**config.mk**
```make
export PLATFORM = sky130hd
export DESIGN_NAME = cst_match
export DESIGN_NICKNAME = d
export VERILOG_FILES = /design/src/cst_pkg.sv /design/src/cst_match.sv
export SDC_FILE = /design/constraint.sdc
export NUM_CORES = 1
export LEC_CHECK = 0
export BUFFER_PORTS_ARGS = -buffer_cell sky130_fd_sc_hd__buf_2
export CELL_PAD_IN_SITES_DETAIL_PLACEMENT = 0
export CELL_PAD_IN_SITES_GLOBAL_PLACEMENT = 2
export CORE_MARGIN = 2
export CORE_UTILIZATION = 41
export CTS_CLUSTER_SIZE = 25
export DETAILED_ROUTE_END_ITERATION = 8
export PLACE_DENSITY = 0.79
export RECOVER_POWER = 100
export SLEW_MARGIN = 0
export SYNTH_ARGS = -nofsm -noshare
export SYNTH_HDL_FRONTEND = slang
export SYNTH_SLANG_ARGS = --single-unit
```
**constraint.sdc**
```tcl
create_clock -name clock -period 1.8 [get_ports clock]
set_clock_uncertainty 0.1 [all_clocks]
set_input_delay 0 -clock clock [delete_from_list [all_inputs] [get_ports clock]]
set_output_delay 0 -clock clock [all_outputs]
set_load 0.02 [all_outputs]
```
**src/cst_pkg.sv**
```systemverilog
// Shared types and constants for the counting semaphore table.
// Holds operation codes, field widths and the lookup/update structs.
// No dependencies.
package cst_pkg;

   localparam int ID_W  = 16;
   localparam int CNT_W = 16;
   localparam int PID_W = 16;
   localparam int OP_W  = 2;

   localparam logic [CNT_W-1:0] COUNT_MAX = {CNT_W{1'b1}};

   typedef enum logic [OP_W-1:0] {
      OP_OPEN  = 2'd0,
      OP_WAIT  = 2'd1,
      OP_POST  = 2'd2,
      OP_CLOSE = 2'd3
   } op_type;

   typedef enum logic {
      STATUS_OK  = 1'b0,
      STATUS_ERR = 1'b1
   } status_type;

   // Lookup flags from the id match table.
   typedef struct packed {
      logic hit;
      logic has_free;
   } lookup_type;

   // Entry allocation and release commands to the id match table.
   typedef struct packed {
      logic alloc;
      logic release_entry;
   } update_type;

endpackage

```
**src/cst_match.sv**
```systemverilog
// Id match table: valid bits and keys of all semaphore entries.
// Finds the entry holding an id and the lowest free entry.
// Depends on cst_pkg.
module cst_match
   import cst_pkg::*;
#(
   parameter int NUM_SEMAPHORES = 16
) (
   input  logic                              clock,
   input  logic                              reset,
   input  logic [ID_W-1:0]                   lookup_key,
   output lookup_type                        lookup,
   output logic [$clog2(NUM_SEMAPHORES)-1:0] hit_slot,
   output logic [$clog2(NUM_SEMAPHORES)-1:0] free_slot,
   input  update_type                        update,
   input  logic [$clog2(NUM_SEMAPHORES)-1:0] update_slot,
   input  logic [ID_W-1:0]                   update_key
);

   localparam int SLOT_W = $clog2(NUM_SEMAPHORES);

   logic [NUM_SEMAPHORES-1:0] valid_ff;
   logic [ID_W-1:0]           key_ff [NUM_SEMAPHORES];
   logic [NUM_SEMAPHORES-1:0] match;

   always_comb begin
      for (int i = 0; i < NUM_SEMAPHORES; i++) begin
         match[i] = valid_ff[i] && (key_ff[i] == lookup_key);
      end
   end

   // Lowest matching and lowest free entry.
   always_comb begin
      hit_slot  = '0;
      free_slot = '0;
      for (int i = NUM_SEMAPHORES - 1; i >= 0; i--) begin
         if (match[i]) begin
            hit_slot = SLOT_W'(i);
         end
         if (!valid_ff[i]) begin
            free_slot = SLOT_W'(i);
         end
      end
      lookup.hit      = |match;
      lookup.has_free = ~&valid_ff;
   end

   always_ff @(posedge clock) begin
      if (reset) begin
         valid_ff <= '0;
      end else if (update.alloc) begin
         valid_ff[update_slot] <= 1'b1;
      end else if (update.release_entry) begin
         valid_ff[update_slot] <= 1'b0;
      end
   end

   always_ff @(posedge clock) begin
      if (update.alloc) begin
         key_ff[update_slot] <= update_key;
      end
   end

endmodule

```
==> Implementation_results.wiki, run 1 <==
{| class="wikitable"
! Metric !! Value
|-
| Worst endpoint data arrival time || 2.73 ns
|-
| Number of distinct library cells after synthesis || 39
|-
| Overall Power || 14300 uW
|-
| Largest fanout on the critical path || 2
|-
| Global route overflow || 0
|-
| Cell Pwr Density || 974 nW/um2
|-
| Routability congestion estimate || 0.818
|-
| Later-pin clock latency in the skew report || 0.54 ns
|-
| Sequential-to-total area share from yosys stat || 67.4%
|-
| Start-to-end type of the worst setup path || flip-flop to output pin
|-
| Final layout net count || 1022
|-
| Multiplexer fraction of the synthesized cell area || 0%
|-
| Placeable Area || 28600 um2
|-
| Cells traversed along the worst timing path || xor2_1, nor4_2, nand4_1, nor4_2, buf_4, o21ai_1, a21oi_2, o41ai_4, a21oi_2, buf_4
|-
| Commonest non-fill, non-tap cells in the layout || edfxtp_1, xnor2_1, buf_4
|-
| Flip-flop cell with the highest count after synthesis || edfxtp_1
|-
| Buffers plus inverters on the worst setup path || 2
|-
| Relative area change from synthesis to final layout || 23.8%
|-
| Number of nets still failing antenna checks after routing || 0
|-
| Clock Tree Buf Depth || 3
|-
| Number of synthesized flops with an enable pin || 256
|-
| Number of antenna violations at the first check in global routing || 0
|-
| Fraction of the mapped netlist area in compound gates || 2.67%
|-
| Largest net degree at the start of global routing || 17
|-
| Vias/cell || 5.09
|-
| Warnings, synthesis || 0
|-
| Synthesized flop and latch total || 272
|-
| Most common library cell in the layout ignoring fill and taps || edfxtp_1
|-
| Achievable Freq || 354 MHz
|-
| Xor and xnor area share after synthesis || 18.9%
|-
| Number of global-route vias before repair || 7296
|-
| TritonCTS sink count || 272
|-
| Largest register FFs || 256
|-
| Count of endpoints failing hold in the final timing report || 1
|-
| Routing usage on met2 || 36.7%
|-
| Crit path capture type || output pin
|-
| Classification of the worst-slack hold path || input port to flip-flop
|-
| Ant diodes || 0
|-
| Met1 global-route usage || 29.8%
|-
| DRC marker count from the first detailed-route iteration || 576
|-
| Number of max-cap violations || 0
|-
| Delay-heaviest family, CP || simple AND/OR/NAND/NOR gates
|-
| Combinational family with the most area after synthesis || XOR/XNOR gates
|-
| Clock-pin slew on the worst setup and hold paths || 0.06 ns
|-
| Layout cells sized above 1 || 21.5%
|-
| Row cnt || 62
|-
| Vias || 7061
|-
| Busiest metal layer after global routing || met2
|-
| Number of cells in the finished layout apart from fillers || 1388
|-
| Max stage delay cell, worst path || edfxtp_1
|-
| Worst-case setup margin in the final layout || -1.03 ns
|-
| Register ranked first by flip-flop count || key_ff
|-
| Clock tree from TritonCTS || built
|-
| Average routed wire per standard cell || 23.1 um
|-
| Dpl cells || 1304
|-
| Die height || 174 um
|-
| Int Power || 11200 uW
|-
| Relative slew slack || 7.12%
|-
| Chip Width || 174 um
|-
| Cell Area, Synth || 11900 um2
|-
| Switching power share of the total || 21.8%
|-
| CP peak stage delay || 0.38 ns
|-
| Syn nets || 845
|-
| Relative contribution of the clock network to total power || 42.7%
|-
| Number of failing setup endpoints in the final timing report || 10
|-
| Wire length of the first global-routing pass || 47.6 mm
|-
| DPL Wire Length || 20.8 mm
|-
| Overall global routing resource usage || 21.6%
|-
| Die area || 30400 um2
|-
| Final-report max-slew violation count || 0
|-
| Simple logic cell fraction of the synthesized area || 8.14%
|-
| Worst supply voltage drop on vdd || 0.000499 V
|-
| Reported net switching power || 3120 uW
|-
| Number of standard cells after synthesis || 805
|-
| Clock Root Buffer || clkbuf_16
|-
| Setup TNS || -5.36 ns
|-
| Drt pass-1 iters || 6
|-
| Sort of element at the start of the critical path || flip-flop
|-
| Tightest Pin Transition || 1.39 ns
|-
| # IOs || 50
|-
| Required time of the worst setup path || 1.70 ns
|-
| Part of the power in registers || 49.6%
|-
| Status || finished, violations left
|-
| Number of buffers inserted by port buffering || 49
|-
| Number of levels the H-tree was split into || 1
|-
| Global routing met3 resource utilization || 2.10%
|-
| Violated checks || negative hold slack, negative setup slack
|-
| Arithmetic-cell share of the synthesized area counting full adders, half adders and majority gates || 0%
|-
| Final Hold Slack || -0.00139 ns
|-
| Share of the cycle needed by the critical path after routing || 157%
|-
| Combinational power share || 7.7%
|-
| Average instance area after synthesis || 14.8 um2
|-
| Biggest regs || key_ff: 256 flops
|-
| Leakage power figure || 0.00494 uW
|-
| Number of design rule violations left after detail routing || 0
|-
| RSZ-0062 raised after global routing || yes
|-
| Total routed wirelength || 32.1 mm
|-
| Min Tclk post-route || 2.83 ns
|-
| Total clock buffers created by CTS || 28
|-
| Asr flop ratio synth || 0%
|-
| Initial core utilization || 41.5%
|}
## what timing repair did
item / CTS / global route
pin swaps: 24 / 17
gates resized for setup: 33 / 16
hold endpoints to repair: 272 / 4
hold buffers: 30 / 3
endpoints found under the setup margin: 9 / 74
setup buffers: 0 / 2
## worst paths after layout
kind	startpoint	end	slack, ns	cells after the start
worst min-delay path	update_slot[0]	flip-flop	-0.001	5
worst min register to register	flip-flop	flip-flop	0.44	2
worst max-delay path	key_ff[11][0]	hit_slot[0]	-1.03	10
worst max register to register	flip-flop	flip-flop	0.32	3
## worst register-to-register path: stages, from the launching register on
cell and delay [ns]:
dfxtp_1 0.46, o21ai_0 0.15, a21oi_1 0.16, dlygate4sd3_1 0.56
## cells in the mapped netlist (2+ instances only)
| cell | n | area, um2 |
|---|---|---|
| xnor2_1 | 185 | 1620 |
| nor2_1 | 11 | 41.3 |
| a31oi_1 | 2 | 12.5 |
| buf_6 | 8 | 90.1 |
| o21ai_0 | 20 | 100 |
| nand2b_1 | 5 | 31.3 |
| buf_4 | 10 | 75.1 |
| xor2_1 | 70 | 613 |
| clkbuf_1 | 3 | 11.3 |
| or2_2 | 2 | 12.5 |
| and3_1 | 2 | 12.5 |
| nor2b_1 | 5 | 31.3 |
| inv_1 | 21 | 78.8 |
| buf_2 | 13 | 65.1 |
| dfxtp_1 | 16 | 320 |
| a21oi_1 | 23 | 115 |
| nor4_1 | 22 | 138 |
| a21boi_0 | 3 | 22.5 |
| edfxtp_1 | 256 | 7690 |
| nor3_1 | 9 | 45.0 |
| nand4_1 | 43 | 269 |
| nand2_1 | 32 | 120 |
| nor4_2 | 3 | 37.5 |
| nand3_1 | 20 | 100 |
| and2_1 | 5 | 31.3 |
| nor4_4 | 3 | 63.8 |
## cell type report
type / count / area (um2)
Fill cell: 2419 / 13900
Sequential cell: 272 / 8010
Multi-Input combinational cell: 476 / 3690
Timing Repair Buffer: 183 / 1470
Clock buffer: 31 / 712
Tap cell: 384 / 480
Clock inverter: 21 / 264
Inverter: 21 / 78.8
## metal layers
layer	share of wire [%]	vias up	wire, um
li1	-	3250	-
met1	44	3569	14100
met2	49	191	15900
met3	4.4	51	1410
met4	2.2	0	704
met5	0	-	0
## cell families (layout without fill, tap and decap cells)
group,Yosys count,after routing
AND/OR/NAND/NOR,164,164
AO/OA/AOI/OAI,56,56
buffers and inverters,57,256
XOR/XNOR,256,256
flip-flops,272,272
## through the flow
stage               instance area [um2]  utilization (%)  hold WS [ns]  setup WS, ns
floorplan                         11900                -      -0.00113       -0.0311
global placement                  13300             46.5         0.281        -0.651
detailed placement                13300             46.5         0.280        -0.644
CTS                               14700             51.3       0.00366         -1.13
global route                      14700             51.4        0.0587         -1.21
finish                            14700             51.4      -0.00139         -1.03
## power by group through the flow
stage | sequential (uW) | clock (uW) | combinational, uW
after floorplan | 7230 | 0 | 563
after global placement | 7230 | 0 | 1050
after global routing | 7120 | 6480 | 1180
after CTS | 7100 | 6220 | 1120
final | 7110 | 6120 | 1100
after detailed placement | 7240 | 0 | 1060
No activity file was read; power rests on OpenSTA's default activity.
==> inputs of run 2 (changes only) <==
CORE_UTILIZATION = 49   (was 41)
PLACE_DENSITY = 0.88   (was 0.79)
SETUP_SLACK_MARGIN = 0.2   (was default)
clock period = 3.7 ns   (was 1.8 ns; I/O delays follow)
==> Implementation_results.wiki, run 2 (synthesis results as in run 1) <==
{| class="wikitable"
! Metric !! Value
|-
| Cell Pwr Density || 501 nW/um2 (-49%)
|-
| Sort of element at the start of the critical path || flip-flop
|-
| Total routed wirelength || 31.1 mm (-3.3%)
|-
| Register ranked first by flip-flop count || key_ff
|-
| Final layout net count || 929 (-9.1%)
|-
| Number of cells in the finished layout apart from fillers || 1230 (-11%)
|-
| Relative slew slack || 13.1% (+6.0 points)
|-
| Start-to-end type of the worst setup path || flip-flop to output pin
|-
| Initial core utilization || 50.3% (+8.8 points)
|-
| Largest register FFs || 256 (unchanged)
|-
| Clock tree from TritonCTS || built
|-
| Ant diodes || 0 (unchanged)
|-
| TritonCTS sink count || 272 (unchanged)
|-
| Die height || 160 um (-8.3%)
|-
| Clock-pin slew on the worst setup and hold paths || 0.06 ns (about the same)
|-
| Number of failing setup endpoints in the final timing report || 0 (-10)
|-
| Leakage power figure || 0.00435 uW (-12%)
|-
| Status || completed
|-
| Min Tclk post-route || 3.31 ns
|-
| Post-CTS setup buffer count || 0 (unchanged)
|-
| Count of endpoints failing hold in the final timing report || 0 (-1)
|-
| CP peak stage delay || 0.71 ns (+0.33 ns)
|-
| Cell type with the highest occurrence count on the critical path || a21oi_1
|-
| DRC marker count from the first detailed-route iteration || 791 (+37%)
|-
| Biggest regs || key_ff: 256 flops
|-
| Row cnt || 56 (-9.7%)
|-
| Max stage delay cell, worst path || nor4_1
|-
| Overall global routing resource usage || 24.4% (+2.8 points)
|-
| Chip Width || 160 um (-8.3%)
|-
| Vias || 6885 (-2.5%)
|-
| Layout cells sized above 1 || 10.3% (-11 points)
|-
| Largest fanout on the critical path || 2 (unchanged)
|-
| Vias/cell || 5.60 (+10%)
|-
| Routability congestion estimate || 0.843 (+3.0%)
|-
| RSZ-0062 raised after global routing || no
|-
| Number of antenna violations at the first check in global routing || 0 (unchanged)
|-
| Number of global-route vias before repair || 6893 (-5.5%)
|-
| Drt pass-1 iters || 5 (-1)
|-
| Final-report max-slew violation count || 0 (unchanged)
|-
| Total clock buffers created by CTS || 28 (unchanged)
|-
| Number of gates given a new drive strength after cts || 0 (-100%)
|-
| Clock Tree Buf Depth || 3 (unchanged)
|-
| Number of max-cap violations || 0 (unchanged)
|-
| Number of buffers inserted by port buffering || 49 (unchanged)
|-
| Die area || 25500 um2 (-16%)
|-
| Worst endpoint data arrival time || 3.21 ns (+0.48 ns)
|-
| Number of nets still failing antenna checks after routing || 0 (unchanged)
|-
| Global route overflow || 0 (unchanged)
|-
| Overall Power || 6800 uW (-53%)
|-
| Required time of the worst setup path || 3.60 ns (+1.90 ns)
|-
| Largest net degree at the start of global routing || 17 (unchanged)
|-
| Clock Root Buffer || clkbuf_16
|-
| Relative area change from synthesis to final layout || 14.1%
|-
| Share of the cycle needed by the critical path after routing || 89.4%
|-
| Cells traversed along the worst timing path || xor2_1, nor4_1, nand4_1, o2111ai_1, a21oi_1, o21ai_0, a21oi_1, o41ai_2, a21oi_1, buf_2
|-
| Most common library cell in the layout ignoring fill and taps || edfxtp_1
|-
| Classification of the worst-slack hold path || input port to flip-flop
|-
| Tightest Pin Transition || 1.30 ns (-0.0897 ns)
|-
| DPL Wire Length || 19.5 mm (-5.9%)
|-
| Number of levels the H-tree was split into || 1 (unchanged)
|-
| # IOs || 50 (unchanged)
|-
| Average routed wire per standard cell || 25.2 um (+9.2%)
|-
| Dpl cells || 1147 (-12%)
|-
| Placeable Area || 23600 um2 (-18%)
|-
| Commonest non-fill, non-tap cells in the layout || edfxtp_1, xnor2_1, xor2_1
|-
| Post-Place Setup Slack || 0.843 ns (+1.49 ns)
|-
| Setup TNS || 0 ns (+5.36 ns)
|-
| Number of design rule violations left after detail routing || 0 (unchanged)
|-
| Worst supply voltage drop on vdd || 0.000320 V (-36%)
|-
| Achievable Freq || 302 MHz
|-
| Later-pin clock latency in the skew report || 0.53 ns (about the same)
|-
| Worst-case register-to-register setup slack || 2.28 ns (+1.96 ns)
|-
| Crit path capture type || output pin
|-
| Wire length of the first global-routing pass || 45.3 mm (-4.7%)
|-
| Worst-case setup margin in the final layout || 0.391 ns (+1.42 ns)
|}
-- run 2: cell count changes in the layout (fill, tap and decap cells not counted), sizes merged --
| cell | before | now |
|---|---|---|
| buf | 119 | 34 |
| inv | 21 | 22 |
| clkinvlp | 2 | 4 |
| clkbuf | 64 | 56 |
| bufinv | 6 | 4 |
| clkinv | 13 | 12 |
-- run 2: path summary, 6_finish.rpt --
| path | startpoint | to | cells after the start |
|---|---|---|---|
| setup reg to reg | flip-flop | flip-flop | 3 |
| setup / recovery | key_ff[14][10] | hit_slot[0] | 10 |
| hold reg to reg | flip-flop | flip-flop | 2 |
| hold / removal | reset | flip-flop | 3 |
-- run 2: worst max-delay path, delay by kind of cell (launching register included) --
kind | cells | cell delay [ns]
buffers and inverters | 1 | 0.17
flip-flops | 1 | 0.38
AND/OR/NAND/NOR | 2 | 0.97
AO/OA/AOI/OAI | 6 | 1.00
XOR/XNOR | 1 | 0.15
-- run 2: final cells by class --
cell class / count / area [um2]
Inverter: 21 / 78.8
Clock buffer: 31 / 733
Fill cell: 1885 / 10000
Timing Repair Buffer: 90 / 599
Multi-Input combinational cell: 476 / 3530
Sequential cell: 272 / 8010
Clock inverter: 21 / 215
Tap cell: 319 / 399
-- run 2: per-stage QoR --
step / hold WS (ns) / area (um2) / util, %
finish: 0.309 / 13600 / 57.5
global placement: 0.277 / 12300 / 52.3
detailed placement: 0.289 / 12300 / 52.3
CTS: 0.286 / 13600 / 57.6
global route: 0.323 / 13600 / 57.5
floorplan: -0.00113 / 11900 / -
-- run 2: routing by layer --
layer  wire [um]  vias up  track usage, %
met5           0        -               0
met4         516        0            4.88
met3        3060       47            6.23
met2       14400      327            38.9
met1       13100     3443            34.1
li1            -     3068               -
-- run 2: what timing repair did --
| item | CTS | global route |
|---|---|---|
| setup endpoints to repair | 0 | 0 |
| endpoints found under the hold margin | 272 | 0 |
| hold buffers | 31 | 0 |
-- run 2: where the power goes --
| group | internal (uW) | total, uW | switching, uW |
|---|---|---|---|
| clock network | 1710 | 2890 | 1180 |
| logic | 161 | 456 | 295 |
| registers | 3430 | 3460 | 27.4 |
| total | 5300 | 6800 | 1500 |
==> inputs of run 3 (changes only) <==
CELL_PAD_IN_SITES_DETAIL_PLACEMENT = default   (was 0)
CELL_PAD_IN_SITES_GLOBAL_PLACEMENT = default   (was 2)
CORE_UTILIZATION = 55   (was 49)
PLACE_DENSITY = 0.75   (was 0.88)
clock period = 3.99 ns   (was 3.7 ns; I/O delays follow)
==> Implementation_results.wiki, run 3 (synthesis results as in run 1) <==
{| class="wikitable"
! Metric !! Value
|-
| Clock tree from TritonCTS || built
|-
| Relative area change from synthesis to final layout || 11.9%
|-
| Number of design rule violations left after detail routing || 0 (unchanged)
|-
| Sort of element at the start of the critical path || flip-flop
|-
| Die area || 22800 um2 (-11%)
|-
| Routed met2 length || 15.2 mm (+6.0%)
|-
| Overall Power || 5880 uW (-13%)
|-
| Classification of the worst-slack hold path || input port to flip-flop
|-
| Clock Root Buffer || clkbuf_16
|-
| Final Hold Slack || 0.333 ns (+0.0233 ns)
|-
| Layout cells sized above 1 || 8.28% (-2.0 points)
|-
| DRC marker count from the first detailed-route iteration || 709 (-10%)
|-
| Biggest regs || key_ff: 256 flops
|-
| Relative slew slack || 17.9% (+4.8 points)
|-
| Worst supply voltage drop on vdd || 0.000432 V (+35%)
|-
| Number of buffers inserted by port buffering || 49 (unchanged)
|-
| Wire length of the first global-routing pass || 44.3 mm (-2.3%)
|-
| Tightest Pin Transition || 1.23 ns (-0.0724 ns)
|-
| Die height || 151 um (-5.5%)
|-
| Overall global routing resource usage || 27.4% (+3.0 points)
|-
| Crit path capture type || output pin
|-
| Total routed wirelength || 30.1 mm (-3.2%)
|-
| # IOs || 50 (unchanged)
|-
| Number of nets still failing antenna checks after routing || 0 (unchanged)
|-
| TritonCTS sink count || 272 (unchanged)
|-
| Int Power || 4560 uW (-14%)
|-
| Reported net switching power || 1320 uW (-12%)
|-
| Wire length the detailed router placed on met1 || 12.0 mm (-8.8%)
|-
| Average routed wire per standard cell || 25.4 um (+0.78%)
|-
| Placeable Area || 21100 um2 (-11%)
|-
| Vias || 6985 (+1.5%)
|-
| Total clock buffers created by CTS || 27 (-3.6%)
|-
| Switching power share of the total || 22.4% (+0.38 points)
|-
| Clock Tree Buf Depth || 3 (unchanged)
|-
| Row cnt || 53 (-5.4%)
|-
| Min Tclk post-route || 3.18 ns
|-
| Number of global-route vias before repair || 6832 (-0.88%)
|-
| Register ranked first by flip-flop count || key_ff
|-
| Commonest non-fill, non-tap cells in the layout || edfxtp_1, xnor2_1, xor2_1
|-
| Later-pin clock latency in the skew report || 0.53 ns (about the same)
|-
| Leakage power figure || 0.00424 uW (-2.5%)
|-
| Drt pass-1 iters || 6 (+1)
|-
| Chip Width || 151 um (-5.5%)
|-
| Highest metal used || met4
|-
| Ant diodes || 0 (unchanged)
|-
| RSZ-0062 raised after global routing || no
|-
| Required time of the worst setup path || 3.89 ns (+0.29 ns)
|-
| Global route overflow || 0 (unchanged)
|-
| Setup TNS || 0 ns (unchanged)
|-
| Share of the cycle needed by the critical path after routing || 79.7%
|-
| Vias/cell || 5.91 (+5.7%)
|-
| Relative contribution of the clock network to total power || 38.4% (-4.0 points)
|-
| Status || completed
|-
| Start-to-end type of the worst setup path || flip-flop to output pin
|-
| Count of endpoints failing hold in the final timing report || 0 (unchanged)
|-
| Largest fanout on the critical path || 2 (unchanged)
|-
| Worst endpoint data arrival time || 3.08 ns (-0.13 ns)
|-
| Achievable Freq || 314 MHz
|-
| Combinational power share || 7.1% (+0.4 points)
|-
| Number of max-cap violations || 0 (unchanged)
|-
| Number of failing setup endpoints in the final timing report || 0 (unchanged)
|-
| Number of cells in the finished layout apart from fillers || 1181 (-4.0%)
|-
| Clock-pin slew on the worst setup and hold paths || 0.06 ns (about the same)
|-
| Largest net degree at the start of global routing || 17 (unchanged)
|-
| Routability congestion estimate || 0.886 (+5.0%)
|-
| Number of antenna violations at the first check in global routing || 0 (unchanged)
|-
| Most common library cell in the layout ignoring fill and taps || edfxtp_1
|-
| Cell Pwr Density || 442 nW/um2 (-12%)
|-
| DPL Wire Length || 18.9 mm (-3.4%)
|-
| Part of the power in registers || 54.5% (+3.6 points)
|-
| Dpl cells || 1100 (-4.1%)
|-
| DR WL met3 || 2.12 mm (-31%)
|-
| Final-report max-slew violation count || 0 (unchanged)
|-
| Number of levels the H-tree was split into || 1 (unchanged)
|-
| Final layout net count || 927 (-0.22%)
|-
| Largest register FFs || 256 (unchanged)
|-
| Initial core utilization || 56.4% (+6.0 points)
|}
[run 3: cell count changes in the layout (fill, tap and decap cells not counted), moves of 2 or more]
cell | before | now
clkbuf_1 | 27 | 32
clkinv_1 | 3 | 8
bufinv_16 | 4 | 0
clkinvlp_4 | 4 | 0
buf_4 | 10 | 7
clkinv_2 | 9 | 6
clkbuf_16 | 29 | 27
dlygate4sd3_1 | 31 | 33
[run 3: per-layer routing]
layer,track usage [%],vias up
li1,-,3056
met2,47.5,336
met1,36.8,3537
met5,0,-
met4,8.27,0
met3,2.77,56
[run 3: area by class of cell]
class                      instances  area, um2
sequential                       272       8010
tap                              275        344
clock inverter                    15       68.8
timing repair buffer              89        596
inverter                          21       78.8
fill                            1601       7780
multi-input combinational        476       3510
clock buffer                      33        698
[run 3: critical path, stage by stage, from the launching register on]
cell and delay [ns]:
edfxtp_1 0.38, xor2_1 0.15, nor4_1 0.62, nand4_1 0.25, nor4_1 0.39, a31o_2 0.18
nor2_1 0.07, and2_1 0.17, nor2b_1 0.10, clkbuf_1 0.23
[run 3: power groups by stage]
stage	Sequential (uW)	Clock (uW)	Combinational [uW]
floorplan	3260	0	253
global route	3210	2390	444
CTS	3210	2280	420
detailed placement	3270	0	394
global placement	3260	0	389
finish	3210	2260	417
[run 3: path summary, 6_finish.rpt]
| path | slack (ns) | to | cells past startpoint | from |
|---|---|---|---|---|
| max | 0.81 | hit_slot[3] | 9 | key_ff[8][10] |
| max reg2reg | 2.55 | flip-flop | 3 | flip-flop |
| min | 0.33 | flip-flop | 3 | reset |
| min reg2reg | 0.45 | flip-flop | 2 | flip-flop |
[run 3: what timing repair did]
item | in CTS | in global routing
buffers inserted | 0 | 0
hold buffers | 33 | 0
endpoints found under the hold margin | 272 | 0
resized for setup | 0 | 0
[run 3: per-stage QoR]
| step | utilization (%) | setup WS, ns | instance area [um2] |
|---|---|---|---|
| after detailed placement | 58.2 | 1.31 | 12300 |
| after global placement | 58.2 | 1.33 | 12300 |
| after floorplan | - | 2.02 | 11900 |
| final | 63.1 | 0.808 | 13300 |
| after CTS | 63.4 | 0.850 | 13400 |
| after global routing | 63.1 | 0.593 | 13300 |
